$ cat src/design/ancb_pkg.sv
// ----------------------------------------------------------------------------
// ancb_pkg
// Shared types, constants and helpers of the alpha-normalized cross blur.
// ----------------------------------------------------------------------------
package ancb_pkg;

	localparam int unsigned MAX_WIDTH_DEF  = 1024;
	localparam int unsigned MAX_HEIGHT_DEF = 1024;

	localparam int unsigned CH_W    = 8;
	localparam int unsigned SUM_W   = 11;  // five channels of 255
	localparam int unsigned COORD_W = 10;
	localparam int unsigned CFG_W   = 11;
	localparam int unsigned APB_W   = 32;
	localparam int unsigned ADDR_W  = 3;
	localparam int unsigned NUM_W   = 20;  // 510*C + A
	localparam int unsigned DEN_W   = 12;  // 2*A
	localparam int unsigned LANES   = 3;

	localparam int unsigned JOB_DEPTH = 4;
	localparam int unsigned OUT_DEPTH = 4;

	localparam logic [CFG_W-1:0] CFG_RESET = CFG_W'(64);

	localparam logic [CH_W-1:0] FILL_R    = 8'd77;
	localparam logic [CH_W-1:0] FILL_G    = 8'd77;
	localparam logic [CH_W-1:0] FILL_B    = 8'd255;
	localparam logic [CH_W-1:0] ALPHA_ONE = 8'd255;
	localparam logic [CH_W-1:0] CH_MAX    = 8'd255;

	typedef enum logic {
		REG_FRAME_WIDTH,
		REG_FRAME_HEIGHT
	} reg_idx_t;

	typedef struct packed {
		logic [CH_W-1:0] a;
		logic [CH_W-1:0] b;
		logic [CH_W-1:0] g;
		logic [CH_W-1:0] r;
	} rgba_t;

	typedef struct packed {
		logic [SUM_W-1:0]   sum_r;
		logic [SUM_W-1:0]   sum_g;
		logic [SUM_W-1:0]   sum_b;
		logic [SUM_W-1:0]   sum_a;
		logic [COORD_W-1:0] col;
		logic [COORD_W-1:0] row;
		logic               fend;
		logic               last;
	} job_t;

	typedef struct packed {
		logic [CH_W-1:0]    r;
		logic [CH_W-1:0]    g;
		logic [CH_W-1:0]    b;
		logic [COORD_W-1:0] col;
		logic [COORD_W-1:0] row;
		logic               filled;
		logic               last;
		logic               fend;
	} pix_out_t;

	function automatic logic [SUM_W-1:0] sum5(input logic [CH_W-1:0] a, input logic [CH_W-1:0] b,
			input logic [CH_W-1:0] c, input logic [CH_W-1:0] d, input logic [CH_W-1:0] e);
		sum5 = SUM_W'(a) + SUM_W'(b) + SUM_W'(c) + SUM_W'(d) + SUM_W'(e);
	endfunction

endpackage

$ cat src/design/ancb_back.sv
// ----------------------------------------------------------------------------
// ancb_back
// Pipelined restoring divider: three color lanes, one quotient bit per stage.
// ----------------------------------------------------------------------------
module ancb_back (
	input  logic                clk,
	input  logic                arst_n,
	input  ancb_pkg::job_t      job,
	input  logic                job_empty,
	output logic                job_pop,
	output logic                res_push,
	output ancb_pkg::pix_out_t  res,
	input  logic                res_full
);

	localparam int unsigned STEPS = ancb_pkg::CH_W;
	localparam int unsigned LANES = ancb_pkg::LANES;
	localparam int unsigned NUM_W = ancb_pkg::NUM_W;

	typedef struct packed {
		logic                                 vld;
		logic [LANES-1:0][NUM_W-1:0]          rem;
		logic [ancb_pkg::DEN_W-1:0]           den;
		logic [LANES-1:0][STEPS-1:0]          quo;
		logic [LANES-1:0]                     sat;
		logic                                 filled;
		logic [ancb_pkg::COORD_W-1:0]         col;
		logic [ancb_pkg::COORD_W-1:0]         row;
		logic                                 fend;
		logic                                 last;
	} div_t;

	div_t                                    div_s [STEPS+1];
	logic                                    advance;
	logic [LANES-1:0][ancb_pkg::SUM_W-1:0]   csum;
	logic [LANES-1:0][ancb_pkg::CH_W-1:0]    chan;

	// 510*C + A as shift and add
	function automatic logic [NUM_W-1:0] numer(input logic [ancb_pkg::SUM_W-1:0] c,
			input logic [ancb_pkg::SUM_W-1:0] a);
		numer = (NUM_W'(c) << 9) - (NUM_W'(c) << 1) + NUM_W'(a);
	endfunction

	assign csum    = {job.sum_b, job.sum_g, job.sum_r};
	assign advance = !(div_s[STEPS].vld && res_full);
	assign job_pop = advance && !job_empty;

	always_ff @(posedge clk or negedge arst_n) begin
		if (!arst_n) begin
			div_s[0] <= '0;
		end else if (advance) begin
			div_s[0].vld    <= !job_empty;
			for (int c = 0; c < LANES; c++) begin
				div_s[0].rem[c] <= numer(csum[c], job.sum_a);
			end
			div_s[0].den    <= {job.sum_a, 1'b0};
			div_s[0].quo    <= '0;
			div_s[0].sat    <= '0;
			div_s[0].filled <= (job.sum_a == '0);
			div_s[0].col    <= job.col;
			div_s[0].row    <= job.row;
			div_s[0].fend   <= job.fend;
			div_s[0].last   <= job.last;
		end
	end

	for (genvar k = 0; k < STEPS; k++) begin : g_step
		localparam int unsigned B = STEPS - 1 - k;
		div_t nxt;

		always_comb begin
			nxt = div_s[k];
			for (int c = 0; c < LANES; c++) begin
				if (div_s[k].rem[c] >= (NUM_W'(div_s[k].den) << B)) begin
					nxt.rem[c]    = div_s[k].rem[c] - (NUM_W'(div_s[k].den) << B);
					nxt.quo[c][B] = 1'b1;
				end
				// quotient does not fit in eight bits: clip to full scale
				if (k == 0) begin
					nxt.sat[c] = (div_s[k].rem[c] >= (NUM_W'(div_s[k].den) << STEPS));
				end
			end
		end

		always_ff @(posedge clk or negedge arst_n) begin
			if (!arst_n) begin
				div_s[k+1] <= '0;
			end else if (advance) begin
				div_s[k+1] <= nxt;
			end
		end
	end

	always_comb begin
		for (int c = 0; c < LANES; c++) begin
			chan[c] = div_s[STEPS].sat[c] ? ancb_pkg::CH_MAX : div_s[STEPS].quo[c];
		end
		res.r      = div_s[STEPS].filled ? ancb_pkg::FILL_R : chan[0];
		res.g      = div_s[STEPS].filled ? ancb_pkg::FILL_G : chan[1];
		res.b      = div_s[STEPS].filled ? ancb_pkg::FILL_B : chan[2];
		res.col    = div_s[STEPS].col;
		res.row    = div_s[STEPS].row;
		res.filled = div_s[STEPS].filled;
		res.last   = div_s[STEPS].last;
		res.fend   = div_s[STEPS].fend;
	end

	assign res_push = div_s[STEPS].vld && !res_full;

endmodule

$ cat config.mk
export PLATFORM = sky130hd
export DESIGN_NAME = ancb_back
export DESIGN_NICKNAME = d
export VERILOG_FILES = /design/src/design/ancb_pkg.sv /design/src/design/ancb_back.sv
export SDC_FILE = /design/constraint.sdc
export NUM_CORES = 2
export LEC_CHECK = 0
export ABC_AREA = 1
export BUFFER_PORTS_ARGS = -buffer_cell sky130_fd_sc_hd__buf_4
export CORE_MARGIN = 2
export CORE_UTILIZATION = 59
export DETAILED_ROUTE_END_ITERATION = 8
export PLACE_DENSITY = 0.73
export SKIP_CTS_REPAIR_TIMING = 1
export SKIP_LAST_GASP = 1
export SLEW_MARGIN = 20
export SYNTH_ARGS = -nofsm -noshare
export SYNTH_HDL_FRONTEND = slang
export SYNTH_SLANG_ARGS = --single-unit
$ cat constraint.sdc
create_clock -name clk -period 5.7 [get_ports clk]
set_clock_uncertainty 0.2 [all_clocks]
set_input_delay 0 -clock clk [delete_from_list [all_inputs] [get_ports clk]]
set_output_delay 0 -clock clk [all_outputs]
set_load 0.005 [all_outputs]
== Word level (Yosys, flattened, before mapping) ==
Index checks and enable logic that the tools add are counted.
Storage, ports and cells
  register bits after elaboration: 916
  input bits: 70
  output and inout bits: 49
  word-level logic and storage cells: 230
Cells by class
  add/sub/neg operators: 27
  magnitude comparators: 27
  mux-type cells: 51
  reduce and logical (&&, ||, !) cells: 7
Operator list (number)
  two-way mux 20 bit: 21
  adder 20 x 11 -> 20 bit: 3
  >= comparator 20 x 12 -> 1 bit: 3
  >= comparator 20 x 13 -> 1 bit: 3
  >= comparator 20 x 14 -> 1 bit: 3
  >= comparator 20 x 15 -> 1 bit: 3
  >= comparator 20 x 16 -> 1 bit: 3
  >= comparator 20 x 17 -> 1 bit: 3
  >= comparator 20 x 18 -> 1 bit: 3
  >= comparator 20 x 19 -> 1 bit: 3
  >= comparator 20 bit: 3
  subtractor 20 x 12 -> 20 bit: 3
  subtractor 20 x 13 -> 20 bit: 3
  subtractor 20 x 14 -> 20 bit: 3
  subtractor 20 x 15 -> 20 bit: 3
  subtractor 20 x 16 -> 20 bit: 3
  subtractor 20 x 17 -> 20 bit: 3
  subtractor 20 x 18 -> 20 bit: 3
  subtractor 20 x 19 -> 20 bit: 3
  two-way mux 8 bit: 6
  two-way mux 1 bit: 24
  zero test 11 bit: 1
  logical AND 1 bit: 3
  zero test 1 bit: 3

== Logic depth before layout (Yosys ltp) ==
  depth after elaboration: 3
  gate-level depth with buffers: 15
  depth with buffers taken out: 15

== Worst setup path after synthesis ==
Ideal clock, no wire load.
  kind: register to register
  start point: register div_s[1046] (netlist name)
  end point: register div_s[955] in the netlist's numbering
  library setup time: 126 ps
  arrival: 1927 ps
  required time: 5374 ps
  path slack: 3447 ps
  stages on the path, launching flop included: 10
  path buffers: 1
  clock period less this slack: 2253 ps
  path through: dfrtp_1 -> ha_1 -> fa_1 -> o21ai_2 -> nand3_2 -> nand3_4 -> buf_6 -> nand2_1 -> nand3_1 -> o21ai_1
RTL lines
  to (signal, indexed assignment): line ancb_back.sv:89  | div_s[k+1] <= nxt;
  to (decl): line ancb_back.sv:33  | div_t div_s [STEPS+1];

== Worst setup path in the final report ==
  start point: input job[32] in the netlist's numbering
  end point: register div_s[1065] in the netlist's numbering
On the way
  longest elaborated chain between the ends: 1
RTL lines
  from (decl): line ancb_back.sv:8  | input ancb_pkg::job_t job,
  adder 20 x 11 -> 20 bit: line ancb_back.sv:41  | numer = (NUM_W'(c) << 9) - (NUM_W'(c) << 1) + NUM_W'(a);
Every way passes these cells.
A chain may end at the register's enable or synchronous reset.

==> summary.md <==
| Metric | Value |
|---|---|
| Share of layout cells above drive strength 1 | 5.02% |
| 1st-pass router iterations | 6 |
| Vias/cell | 5.65 |
| Placed cells | 9303 |
| Count of final hold-check violations | 0 |
| Clock network power share | 14.0% |
| DIE AREA | 0.101 mm² |
| Slew HR | 30.1% |
| Cell variety after synth | 48 |
| Cell Rows | 114 |
| Reg power frac | 26.5% |
| Flops & latches, synth | 892 |
| Clk pin slew, worst setup/hold paths | 70 ps |
| Vias in the first global route | 51.0k |
| Worst slew pin tran | 1050 ps |
| RSZ-0062 raised after global routing | false |
| Worst Path Required | 6130 ps |
| Overflow after GRT | 0 |
| Fmax | 285 MHz |
| Routed Antenna Nets | 0 |
| Critical Path End Type | register |
| Run status | finished clean |
| Mapped Cells | 8146 |
| Dpl hpwl | 133 mm |
| CTS H-tree lvls | 3 |
| Max IR drop VDD | 0.000363 V |
| Worst-skew pair later-pin latency | 690 ps |
| Worst-case reg-to-reg path depth | 6 |
| CP Data Arrival Time | 3930 ps |
| CTS tree | yes |
| Switching share of power | 50.8% |
| Psw | 23.4 mW |
| Worst Setup Start Kind | primary input |
| Pleak | 34.1 nW |
| Worst setup path category | primary input to register |
| Maxcap violations | 0 |
| Area growth syn-to-layout | 10.5% |
| Seq/Total Area, Yosys | 38.5% |
| Pin count of the biggest net entering global routing | 205 |
| P per Cell Area | 720 mW/mm² |
| CTS buffer count | 97 |
| Cell Area, Synth | 0.0579 mm² |
| Part of the cycle the worst path needs | 61.5% |
| Via count | 54.3k |
| Area of the multi-input gates | 0.0310 mm² |
| Gpl congestion | 1.01 |
| Clock Path Buffers | 3 |
| Final setup viols | 0 |
| Design Area, Final | 0.0640 mm² |
| Hold Path Cell Cnt | 4 |
| Setup TNS | 0 ps |
| Internal | 22.7 mW |
| IO Pins | 119 |
| Mapped Avg Cell Area | 7.11 µm² |
| Initial antenna violation count | 4 |
| Area of the core | 0.0970 mm² |
| Warnings from Yosys | 0 |
| Initial DRC count | 5122 |
| Crit Path Max Fanout | 6 |
| Clk sinks | 892 |
| WL/cell | 18.6 µm |
| Comb power frac | 59.5% |
| Final cell count without fillers | 9605 |
| Final core occ | 66.0% |
| Fill count | 8579 |
| Final Max Slew Viols | 0 |
| Minimum clock period | 3500 ps |
| Syn_nets | 8618 |
| # DRC | 0 |
| Class of the most critical hold timing path | primary input to register |
| Global-route wire length before repair | 275 mm |
| Die width | 317 µm |
| Die Y | 317 µm |
| FF+latch area | 0.0223 mm² |
| CTS root buf | clkbuf_16 |
| Routed wire length | 179 mm |
| Gr usage total | 34.6% |
| IO buf count | 118 |
| Post-DP Area | 0.0595 mm² |
| Initial Utilization | 59.7% |
| Total Power | 46.1 mW |
| Final nets | 8722 |
==> power by group through the flow <==
stage / logic, mW / registers, mW / clock network, mW
floorplan: 20.2 / 11.0 / 0
global placement: 26.4 / 12.2 / 0
detailed placement: 26.8 / 12.2 / 0
CTS: 26.9 / 12.1 / 6.51
global route: 31.0 / 12.5 / 6.76
finish: 27.4 / 12.2 / 6.44
==> worst max-delay path, cell delays in order <==
cell           delay [ps]
dlygate4sd3_1         530
buf_4                 140
inv_1                 170
fa_1                  580
inv_1                  50
ha_1                  380
nand2_1               140
nor2_1                210
inv_1                  60
nor2_1                160
nand3_1               120
nand4_1               110
dlygate4sd3_1         560
nand3_1                60
dlygate4sd3_1         580
nand2_1                60
==> layer usage <==
layer	track usage, %	share of wire [%]
met5	0	0.0073
met4	16.6	5.4
met3	4.93	6.0
met2	57.2	47
met1	44.9	42
==> synthesized netlist by cell type (all sizes together) <==
| cell | count | share of area (%) |
|---|---|---|
| a21o | 15 | 0.19 |
| buf | 123 | 1.3 |
| ha | 372 | 8.0 |
| nor4 | 2 | 0.022 |
| o22ai | 4 | 0.043 |
| nand4 | 179 | 1.9 |
| o21ai | 483 | 4.2 |
| xor2 | 57 | 0.86 |
| and3 | 1 | 0.011 |
| nand3 | 712 | 6.3 |
| nor2 | 537 | 3.7 |
| nand2b | 1 | 0.011 |
| dfrtp | 892 | 39 |
| inv | 878 | 5.7 |
| fa | 30 | 1.0 |
| o21a | 19 | 0.25 |
| xnor2 | 89 | 1.3 |
| and2 | 18 | 0.19 |
| nand2 | 3105 | 20 |
| clkbuf | 145 | 0.94 |
| nor3 | 59 | 0.59 |
| a31oi | 6 | 0.065 |
| a21oi | 276 | 2.5 |
| a22oi | 1 | 0.013 |
| nor3b | 3 | 0.048 |
| or2 | 3 | 0.032 |
| nand3b | 119 | 1.7 |
| o21bai | 9 | 0.12 |
| a211oi | 1 | 0.013 |
| a21boi | 7 | 0.091 |
==> area by class of cell <==
type                       count  area share [%]
inverter                     878            5.16
multi-input combinational   6108            48.4
tap                         1276            2.49
antenna                        3          0.0117
clock inverter                36           0.692
sequential                   892            34.9
timing repair buffer         273            3.94
clock buffer                 139            4.37
==> state kept, by name (all words and copies together) (netlist names) <==
name and count:
div_s 869, res 23
==> placed cells by master, fill, tap and decap left out, types with 15 or more instances in the layout <==
cell type / Yosys / final
a21o_1: 15 / 15
a21oi_1: 268 / 268
and2_1: 18 / 18
buf_4: 35 / 137
clkbuf_1: 145 / 21
clkbuf_16: 0 / 97
clkbuf_8: 0 / 21
clkinv_2: 0 / 15
dfrtp_1: 892 / 892
dlygate4sd3_1: 0 / 123
fa_1: 30 / 30
ha_1: 372 / 372
inv_1: 865 / 865
nand2_1: 3088 / 3087
nand3_1: 695 / 695
nand3b_1: 113 / 113
nand4_1: 179 / 179
nor2_1: 503 / 503
nor2_2: 28 / 28
nor3_1: 54 / 54
o21a_1: 19 / 19
o21ai_0: 444 / 444
o21ai_1: 30 / 30
xnor2_1: 89 / 89
xor2_1: 57 / 57
==> cells by family (layout without fill, tap and decap cells) <==
| kind of cell | count (synthesis) | after routing | share of synthesized area, % |
|---|---|---|---|
| adders and majority gates | 402 | 402 | 9.07 |
| and+or+nand+nor | 4739 | 4739 | 34.8 |
| xor gates and xnor gates | 146 | 146 | 2.21 |
| buffers and inverters | 1146 | 1326 | 7.93 |
| other | 0 | 3 | 0 |
| AOI/OAI and AO/OA | 821 | 821 | 7.49 |
| DFF | 892 | 892 | 38.5 |
==> worst paths after layout <==
check                                     endpoint              startpoint  slack, ps
max in group asynchronous   div_s[237]$_DFFE_PN0N_                  arst_n       3800
min in group asynchronous   div_s[449]$_DFFE_PN0N_                  arst_n        380
max                        div_s[1065]$_DFFE_PN0N_                 job[32]       2200
max reg2reg                div_s[1104]$_DFFE_PN0N_  div_s[122]$_DFFE_PN0N_       2380
min                        div_s[1037]$_DFFE_PN0N_                 job[24]          6
min reg2reg                 div_s[122]$_DFFE_PN0N_  div_s[245]$_DFFE_PN0N_        260
==> per-stage QoR <==
stage | hold WS (ps) | setup slack, ps
floorplan | -496 | 3450
global placement | -133 | 2380
detailed placement | -127 | 2510
CTS | -872 | 2470
global route | 16.7 | 2020
finish | 6.34 | 2200
No activity file was read; power rests on OpenSTA's default activity.
