==> config.mk <==
export PLATFORM = sky130hd
export DESIGN_NAME = ancb_fifo
export DESIGN_NICKNAME = d
export VERILOG_FILES = /design/src/design/ancb_fifo.sv
export SDC_FILE = /design/constraint.sdc
export NUM_CORES = 1
export LEC_CHECK = 0
export BUFFER_PORTS_ARGS = -buffer_cell sky130_fd_sc_hd__buf_2
export CAP_MARGIN = 20
export CORE_AREA = 2 2 39 41
export DETAILED_ROUTE_END_ITERATION = 10
export DIE_AREA = 0 0 41 43
export GPL_TIMING_DRIVEN = 0
export PLACE_DENSITY = 0.69
export SYNTH_ARGS = -nofsm -noshare
export SYNTH_HDL_FRONTEND = slang
export SYNTH_SLANG_ARGS = --single-unit
==> constraint.sdc <==
create_clock -name clk -period 3.6 [get_ports clk]
set_input_delay 0.72 -clock clk [delete_from_list [all_inputs] [get_ports clk]]
set_output_delay 0.72 -clock clk [all_outputs]
set_load 0.05 [all_outputs]
==> src/design/ancb_fifo.sv <==
// ----------------------------------------------------------------------------
// ancb_fifo
// Small register FIFO with push/full and pop/empty sides.
// ----------------------------------------------------------------------------
module ancb_fifo #(
	parameter type         T     = logic,
	parameter int unsigned DEPTH = 4
) (
	input  logic clk,
	input  logic arst_n,
	input  logic push,
	input  T     din,
	output logic full,
	input  logic pop,
	output T     dout,
	output logic empty
);

	localparam int unsigned PW   = (DEPTH > 1) ? $clog2(DEPTH) : 1;
	localparam int unsigned CNTW = $clog2(DEPTH + 1);

	T                mem_q [DEPTH];
	logic [PW-1:0]   wr_ptr_q;
	logic [PW-1:0]   rd_ptr_q;
	logic [CNTW-1:0] count_q;
	logic            do_push;
	logic            do_pop;

	assign full    = (count_q == CNTW'(DEPTH));
	assign empty   = (count_q == '0);
	assign do_push = push && !full;
	assign do_pop  = pop && !empty;
	assign dout    = mem_q[rd_ptr_q];

	always_ff @(posedge clk) begin
		if (do_push) begin
			mem_q[wr_ptr_q] <= din;
		end
	end

	always_ff @(posedge clk or negedge arst_n) begin
		if (!arst_n) begin
			wr_ptr_q <= '0;
			rd_ptr_q <= '0;
			count_q  <= '0;
		end else begin
			if (do_push) begin
				wr_ptr_q <= (wr_ptr_q == PW'(DEPTH - 1)) ? '0 : wr_ptr_q + PW'(1);
			end
			if (do_pop) begin
				rd_ptr_q <= (rd_ptr_q == PW'(DEPTH - 1)) ? '0 : rd_ptr_q + PW'(1);
			end
			if (do_push && !do_pop) begin
				count_q <= count_q + CNTW'(1);
			end else if (do_pop && !do_push) begin
				count_q <= count_q - CNTW'(1);
			end
		end
	end

endmodule

### Word level (Yosys, flattened, before mapping)

Memories as Yosys holds them, arrays and structs flattened.
Cells that the tools add are included.

| cells by class | value |
|---|---|
| reductions and logical operators | 10 |
| $add $sub $neg | 4 |
| equal/unequal tests | 3 |
| multiplexer cells | 6 |

Operators by type and width:

| kind | count |
|---|---|
| 2-to-1 mux 3 bit | 2 |
| adder 2 x 1 -> 2 bit, second input constant | 2 |
| == test 2 bit, second input constant | 2 |
| logical AND 1 bit | 4 |
| logical NOT 1 bit | 4 |
| 2-to-1 mux 2 bit | 2 |
| adder 3 x 1 -> 3 bit, second input constant | 1 |
| == test 3 bit, second input constant | 1 |
| logical NOT 3 bit | 1 |
| subtractor 3 x 1 -> 3 bit, second input constant | 1 |
| 2-to-1 mux 1 bit | 2 |
| nonzero test 2 bit | 1 |

| word-level totals | value |
|---|---|
| input bits | 5 |
| logic and storage cells | 27 |
| memories | 1 |
| memory bits (writable) | 4 |
| register bits after elaboration | 7 |

Memory list:

| memory | depth | bits a word | read ports | clocked after memory_dff | wr ports | line | text |
|---|---|---|---|---|---|---|---|
| mem_q | 4 | 1 | 1 | 0 | 1 | 22 | `T mem_q [DEPTH];` |

### Depth between registers and ports, before layout

Gate-level depths: netlist of the first run.

| logic depth | value |
|---|---|
| depth after elaboration | 7 |
| depth in mapped cells | 9 |
| mapped depth without buffers | 8 |

### Worst setup path before layout of the first run

OpenSTA, ideal clock, no wires.

| path | value |
|---|---|
| kind | reg2reg |
| start | reg count_q[0] |
| end | reg count_q[2] |
| arrival time | 2.866 ns |
| required time | 3.521 ns |
| library setup time | 0.079 ns |
| cell stages (with the launch flop) | 9 |
| slack | 0.655 ns |
| cell sequence | dfrtp_1 nor3_1 nand2b_2 ha_1 inv_1 fa_1 xor2_1 nor2_1 xor2_1 |

| between the ends | value |
|---|---|
| word-level cells in the longest chain between the ends | 6 |
| elaborated cells on any way between the ends | 15 |

Ends and longest elaborated chain:

| what | line | text |
|---|---|---|
| start: declaration | 25 | `logic [CNTW-1:0] count_q;` |
| start signal: assignment | 54 | `count_q <= count_q + CNTW'(1);` |
| start signal: assignment | 56 | `count_q <= count_q - CNTW'(1);` |
| logical NOT 3 bit * | 30 | `assign empty = (count_q == '0);` |
| named net empty | 16 | `output logic empty` |
| logical NOT 1 bit * | 32 | `assign do_pop = pop && !empty;` |
| logical AND 1 bit * | 32 |  |
| logical NOT 1 bit | 53 | `if (do_push && !do_pop) begin` |
| logical AND 1 bit | 53 |  |
| 2-to-1 mux 3 bit / nonzero test 2 bit (equally long branches) | n/a |  |

Mark *: on every way through the listed nets, which the timed path passes. The rest lies on a longest branch. The select of a mux whose other input is x is not followed.
A chain may end at the register's enable or synchronous reset.

### Worst setup path in the final report of the first run

| path | value |
|---|---|
| start | reg rd_ptr_q[0] |
| end | out dout |

| between the ends | value |
|---|---|
| word-level cells in the longest chain between the ends | 1 |

Ends and longest elaborated chain:

| what | line | text |
|---|---|---|
| start: declaration | 24 | `logic [PW-1:0] rd_ptr_q;` |
| start signal: assignment | 51 | `rd_ptr_q <= (rd_ptr_q == PW'(DEPTH - 1)) ? '0 : rd_ptr_q + PW'(1);` |
| memory (4 x 1 bit) | n/a |  |
| end: declaration | 15 | `output T dout,` |

Every way passes these cells.

==> summary.md, run 1 <==
| Metric | Value |
|---|---|
| Starting Density | 43.3% |
| Vias per cell | 4.74 |
| Number of global-route vias before repair | 326 |
| Final Cycle Share | 58.4% |
| Core Footprint | ~1400 um^2 |
| Largest net degree at the start of global routing | 8 |
| Reg2reg end | count_q[1] |
| Internal power | 369 uW |
| Nets | 66 |
| Crit start category | register |
| Synthesized area | 599 um^2 |
| Met3 Usage GRT | 3.14% |
| Worst setup path class | reg -> out |
| Setup WS pre-CTS | 1.41 ns |
| Final Routed Wirelength | 755 um |
| Total clock sinks | 11 |
| Power share of the combinational group | 47.6% |
| Final instance area | 681 um^2 |
| IO Count | 8 |
| Setup TNS | 0 ns |
| Mapped Nets | 54 |
| Endpoint type of the worst setup path | primary output |
| Worst-path maximum fanout | 4 |
| CP arrival | 1.38 ns |
| Post-synth top cells | dfrtp_1 (7), ha_1 (6), and2_2 (4), edfxtp_1 (4) |
| ANT cells | 0 |
| Root Buffer Master | clkbuf_4 |
| Synth Flop Type | dfrtp_1 |
| Worst-path clk slew | 0.07 ns |
| Area added between synthesis and finish | 13.6% |
| Hold Vio Cnt, Final | 0 |
| DR pass1 iterations | 4 |
| Final core utilization | 49.2% |
| Leading area contributor after synthesis | dfrtp_1 |
| Asr flop ratio synth | 63.6% |
| Worst Tran Pin Value | 0.248 ns |
| RSZ-0062 raised after global routing | no |
| Gr usage total | approximately 11% |
| Post-DP Area | 654 um^2 |
| Initial antenna violation count | 0 |
| First-pass GRT wire length | 1.27 mm |
| Clock Power Share | a little over an eighth |
| Clock latency on the worst-skew pair | 0.26 ns |
| VDD IR max | 0.425 mV |
| Switching pwr | approximately 230 uW |
| Critical Path RT | 2.88 ns |
| DRC | 0 |
| ANT nets after route | 0 |
| I/O Buffers | 7 |
| Postcts setup bufs | 0 |
| Clock buffer depth | 2 |
| Hold crit path type | in -> async |
| Slew HR | between 80 and 90% |
| GR peak layer | met2 |
| MaxCap Viol Count | 0 |
| Met2 Usage GRT | 15.3% |
| Minimum clock period | 2.10 ns |
| Share of the synthesized area in the top cell type | between 20 and 30% |
| Synth cell types | 17 |
| Die H | 43 um |
| Cell with the most instances after synthesis | dfrtp_1 |
| CTS Hold Bufs | 0 |
| R2R Setup Slk | between 1.5 and 2 ns |
| #FFs+latches synth | 11 |
| Die area | 1760 um^2 |
| # setup viols final | 0 |
| Clock buffer count from CTS | 3 |
| Pwr/cell area | 884 nW/um^2 |
| Avg WL per Cell | around 11 um |
| Max Clk Rate | 0.476 GHz |
| Initial DRC Count | 4 |
| Total grt overflow | 0 |
| CTS tree | built |
| Number of synthesized flops with an enable pin | 4 |
| Placer Congestion | roughly 0.77 |
| M1 GR Usage | approximately 15% |
| Die width | 41 um |
| Cells on worst reg2reg path | 7 |
| Final setup skew | 0.00296 ns |
| Leak Pwr | 0.000312 uW |
| Layout cells sized above 1 | 43.4% |
| Seq pwr share | 38.9% |
| Yosys warnings | 0 |
| Setup WS post-layout | 1.50 ns |
| RR Startpoint | count_q[0] |
| Std-Cell Rows | 14 |
| Htree depth | 1 |
| Final HPWL DP | 608 um |
| DR vias | 327 |
| Synth top area cells | dfrtp_1 (29%), edfxtp_1 (20%), ha_1 (13%) |
| Outcome | complete, no violations |
| Syn Inst Count | 42 |
| Final slew viol count | 0 |
| Register area share after synthesis | 49.3% |
| Resize count post-CTS | 0 |
| Switch share | 38.7% |
| Syn Area/Cell | 14.3 um^2 |
-- cell type report --
cell class | instances | area [um^2]
clock buffer | 4 | 26.3
multi-input combinational | 27 | 282
buffer | 1 | 11.3
tap | 16 | 20.0
fill | 121 | 703
timing repair buffer | 7 | 35.0
inverter | 3 | 11.3
sequential | 11 | 295
-- worst max-delay path, cell delays in order (launching register included) --
cell	delay (ns)
dfrtp_1	0.40
mux4_2	0.50
buf_2	0.22
-- power by group through the flow --
stage,Combinational [uW],Clock (uW),Sequential (uW)
2_1_floorplan,244,0,227
3_3_place_gp,282,0,236
3_5_place_dp,290,0,239
4_1_cts,292,84.2,236
5_1_grt,322,88.9,244
6_report,286,81.1,234
-- kinds of logic (layout without fill, tap and decap cells) --
group                    after synthesis  count (layout)  synth area share, %
XOR/XNOR                               3               3                 4.38
adder cells (fa/ha/maj)                7               7                 15.9
buffers and inverters                  4              15                 3.76
flip-flops                            11              11                 49.3
multiplexers                           6               6                 14.4
AND/OR/NAND/NOR                       11              11                 12.3
-- registers in the layout, summed over array words and instances (netlist names) --
name      count
rd_ptr_q      2
count_q       3
wr_ptr_q      2
mem_q         4
-- routing by layer --
metal	part of all wire (%)	vias to the layer above
met5	0	-
met4	0	0
met3	5.0	0
met2	49	6
met1	46	156
li1	-	165
-- placed cells by master (no fill, tap or decap) --
master / count
fa_1: 1
buf_2: 7
inv_1: 3
ha_1: 6
nand2b_2: 1
clkbuf_1: 1
mux2_4: 2
and2_2: 4
mux4_2: 1
buf_6: 1
edfxtp_1: 4
xor2_1: 2
clkbuf_4: 3
nor2b_1: 1
nor3_1: 1
nor2_1: 3
nor3b_2: 1
mux2_2: 3
dfrtp_1: 7
xnor2_1: 1
-- per-stage QoR --
step	cells	hold WS, ns	power [uW]
3_5_place_dp	65	0.482	528
2_1_floorplan	42	0.424	471
6_report	69	0.279	602
4_1_cts	69	0.285	612
3_3_place_gp	65	0.473	518
5_1_grt	69	0.284	655
-- worst max-delay path by stage --
stage                start    endpoint  slack (ns)  depth (start not counted)
3_3_place_gp          push  count_q[2]        1.42                          9
5_1_grt        rd_ptr_q[0]        dout        1.43                          2
6_report       rd_ptr_q[0]        dout        1.50                          2
4_1_cts        rd_ptr_q[0]        dout        1.48                          2
3_5_place_dp          push  count_q[2]        1.41                          9
2_1_floorplan   count_q[0]  count_q[2]        0.65                          8
(Power assumes the default switching activity.)
==> run 2, diff against run 1 <==
==> constraint.sdc (replaced) <==
create_clock -name clk -period 2 [get_ports clk]
set_input_delay 0.4 -clock clk [delete_from_list [all_inputs] [get_ports clk]]
set_output_delay 0.4 -clock clk [all_outputs]
set_load 0.05 [all_outputs]
==> run 2 against run 1 <==
Against the previous run:
- via count is 5.5% higher
- sequential power is 91% higher
- sequential cell count stayed put
- sequential share of layout area is 3.7 points lower
- setup slack worse by 1.4 ns
- total power is 100% higher
- final area is 11% higher
- non-clock buffer count is 4 higher
- largest power group unchanged
- largest cell class is now multi-input gates
==> summary.md, run 2 (synthesis gave the netlist of run 1 again) <==
| Metric | Value |
|---|---|
| Dpl cells | 65 (unchanged) |
| Starting Density | 43.3% (unchanged) |
| Core Footprint | 1380 um^2 (unchanged) |
| Clock Power Share | 12.3% (was 13.5%) |
| # setup viols final | 0 (unchanged) |
| RSZ-0062 raised after global routing | no (unchanged) |
| Clock buffer count from CTS | 3 (unchanged) |
| Die H | 43 um (unchanged) |
| Switching pwr | 474 uW (was 233 uW) |
| Minimum clock period | 1.89 ns |
| Number of global-route vias before repair | 352 (was 326) |
| Initial antenna violation count | 0 (unchanged) |
| Leak Pwr | 0.000336 uW (was 0.000312 uW) |
| CP max-delay cell | dfrtp_2 (was mux4_2) |
| Final setup skew | 0.00260 ns (was 0.00296 ns) |
| Critical Path Most Common Cell | xor2_1 |
| I/O Buffers | 7 (unchanged) |
| Largest register by flop count | mem_q (unchanged) |
| Worst-path maximum fanout | 3 (was 4) |
| DRC | 0 (unchanged) |
| Largest delay share family, worst path | adder cells (was multiplexers) |
| Most frequent cells in the layout | buf_2 (7), ha_1 (5), and2_2 (4), edfxtp_1 (4), dfrtp_1 (4) (was dfrtp_1 (7), buf_2 (7), ha_1 (6)) |
| ANT nets after route | 0 (unchanged) |
| Internal power | 735 uW (was 369 uW) |
| VDD IR max | 0.764 mV (was 0.425 mV) |
| Clock latency on the worst-skew pair | 0.26 ns (about the same) |
| Endpoint type of the worst setup path | register (was primary output) |
| Vias per cell | 4.73 (was 4.74) |
| Crit-path max cell delay | 0.44 ns (was 0.50 ns) |
| DR vias | 345 (was 327) |
| Crit start category | register (unchanged) |
| CTS tree | built (unchanged) |
| Filler Cell Count | 111 (was 121) |
| Htree depth | 1 (unchanged) |
| Gr usage total | 13.1% (was 11.2%) |
| Final HPWL DP | 691 um (was 608 um) |
| Worst-path clk slew | 0.07 ns (about the same) |
| Total grt overflow | 0 (unchanged) |
| Largest net degree at the start of global routing | 8 (unchanged) |
| Total clock sinks | 11 (unchanged) |
| Worst Tran Pin Value | 0.248 ns (about the same) |
| DR pass1 iterations | 4 (unchanged) |
| Commonest non-fill, non-tap cell in the layout | buf_2 |
| ANT cells | 0 (unchanged) |
| Critical Path RT | 2.18 ns (was 2.88 ns) |
| Nets | 70 (was 66) |
| Slew HR | 83.6% (about the same) |
| Final Routed Wirelength | 895 um (was 755 um) |
| Std-Cell Rows | 14 (unchanged) |
| CP arrival | 2.07 ns (was 1.38 ns) |
| Setup TNS | 0 ns (unchanged) |
| R2R Setup Slk | 0.11 ns (was 1.61 ns) |
| Die area | 1760 um^2 (unchanged) |
| Max reg flops | 4 (unchanged) |
| Area added between synthesis and finish | 25.9% (was 13.6%) |
| Outcome | complete, no violations (unchanged) |
| Avg WL per Cell | 12.3 um (was 10.9 um) |
| First-pass GRT wire length | 1.48 mm (was 1.27 mm) |
| Final Non-Filler Cells | 73 (was 69) |
| Placer Congestion | 0.725 (was 0.770) |
| Layout cells sized above 1 | 57.9% (was 43.4%) |
| IO Count | 8 (unchanged) |
| Worst setup path class | reg -> reg (was reg -> out) |
| Die width | 41 um (unchanged) |
| WP buf/inv | 2 (was 1) |
| Final Cycle Share | 94.5% |
| Final slew viol count | 0 (unchanged) |
| Initial DRC Count | 4 (unchanged) |
| Switch share | 39.2% (was 38.7%) |
| Worst path cell trace | nor3b_4 -> nor2b_1 -> buf_6 -> ha_4 -> inv_2 -> fa_2 -> xor2_1 -> nor2_1 -> xor2_1 (was mux4_2 -> buf_2) |
| Top Registers | mem_q: 4 flops, count_q: 3 flops (unchanged) |
| Seq pwr share | 37.0% (was 38.9%) |
| MaxCap Viol Count | 0 (unchanged) |
| Max Clk Rate | 0.529 GHz |
| Power share of the combinational group | 50.6% (was 47.6%) |
| Root Buffer Master | clkbuf_4 (unchanged) |
| Clock buffer depth | 2 (unchanged) |
| Pwr/cell area | 1600 nW/um^2 (was 884 nW/um^2) |
| Hold crit path type | in -> reg (was in -> async) |
| Hold Vio Cnt, Final | 0 (unchanged) |
## run 2: cell types whose count changed in the layout (fill, tap and decap cells not counted), sizes merged
cell	previous run	this run
buf	8	11
dlygate4sd3	0	1
## run 2: what timing repair did
action                     CTS  global route
setup endpoints to repair    0             1
setup buffers                0             3
hold buffers                 1             0
hold endpoints to repair     7             0
gates resized for setup      0             3
## run 2: area by class of cell
| cell class | count | area (um^2) | share of cell area (%) |
|---|---|---|---|
| buffer | 1 | 11.3 | 1.49 |
| clock buffer | 4 | 26.3 | 3.48 |
| inverter | 3 | 11.3 | 1.49 |
| multi-input combinational | 27 | 319 | 42.3 |
| sequential | 11 | 299 | 39.6 |
| tap | 16 | 20.0 | 2.65 |
| timing repair buffer | 11 | 67.6 | 8.96 |
## run 2: power groups by stage
stage | clock [uW] | combinational (uW) | sequential [uW]
2_1_floorplan | 0 | 470 | 437
3_3_place_gp | 0 | 543 | 454
3_5_place_dp | 0 | 558 | 460
4_1_cts | 155 | 562 | 456
5_1_grt | 169 | 679 | 464
6_report | 149 | 612 | 448
## run 2: worst register-to-register path, delay by kind of cell, from the launching register on
kind | cells | cell delay, ns
and+or+nand+nor | 3 | 0.43
adders and majority gates | 2 | 0.46
buffers and inverters | 2 | 0.17
xor gates and xnor gates | 2 | 0.31
DFF | 1 | 0.44
## run 2: per-layer routing
metal  part of all wire [%]  vias to the layer above  GRT usage, %
met1                     41                      168          14.4
met5                      0                        -             0
met4                    2.3                        0          8.00
met2                     53                        5          21.3
li1                       -                      170             -
met3                    3.4                        2          3.14
## run 2: metrics by stage
step / instance area (um^2) / total power (uW) / worst slack (ns) / util, % / hold slack [ns]
after detailed placement: 687 / 1020 / 0.0370 / 49.6 / 0.257
after floorplan: 632 / 907 / -0.208 / - / 0.104
final: 754 / 1210 / 0.109 / 54.5 / 0.358
after global placement: 687 / 997 / 0.106 / 49.6 / 0.245
after global routing: 754 / 1310 / 0.0287 / 54.5 / 0.349
after CTS: 723 / 1170 / 0.0149 / 52.3 / 0.350
## run 2: final timing paths
check                              to  depth (start not counted)        from
max                        count_q[2]                          9  count_q[2]
min                          mem_q[0]                          1         din
max reg2reg                count_q[2]                          9  count_q[2]
min reg2reg                count_q[2]                          1  count_q[2]
max in group asynchronous  count_q[2]                          2      arst_n
min in group asynchronous  count_q[1]                          2      arst_n
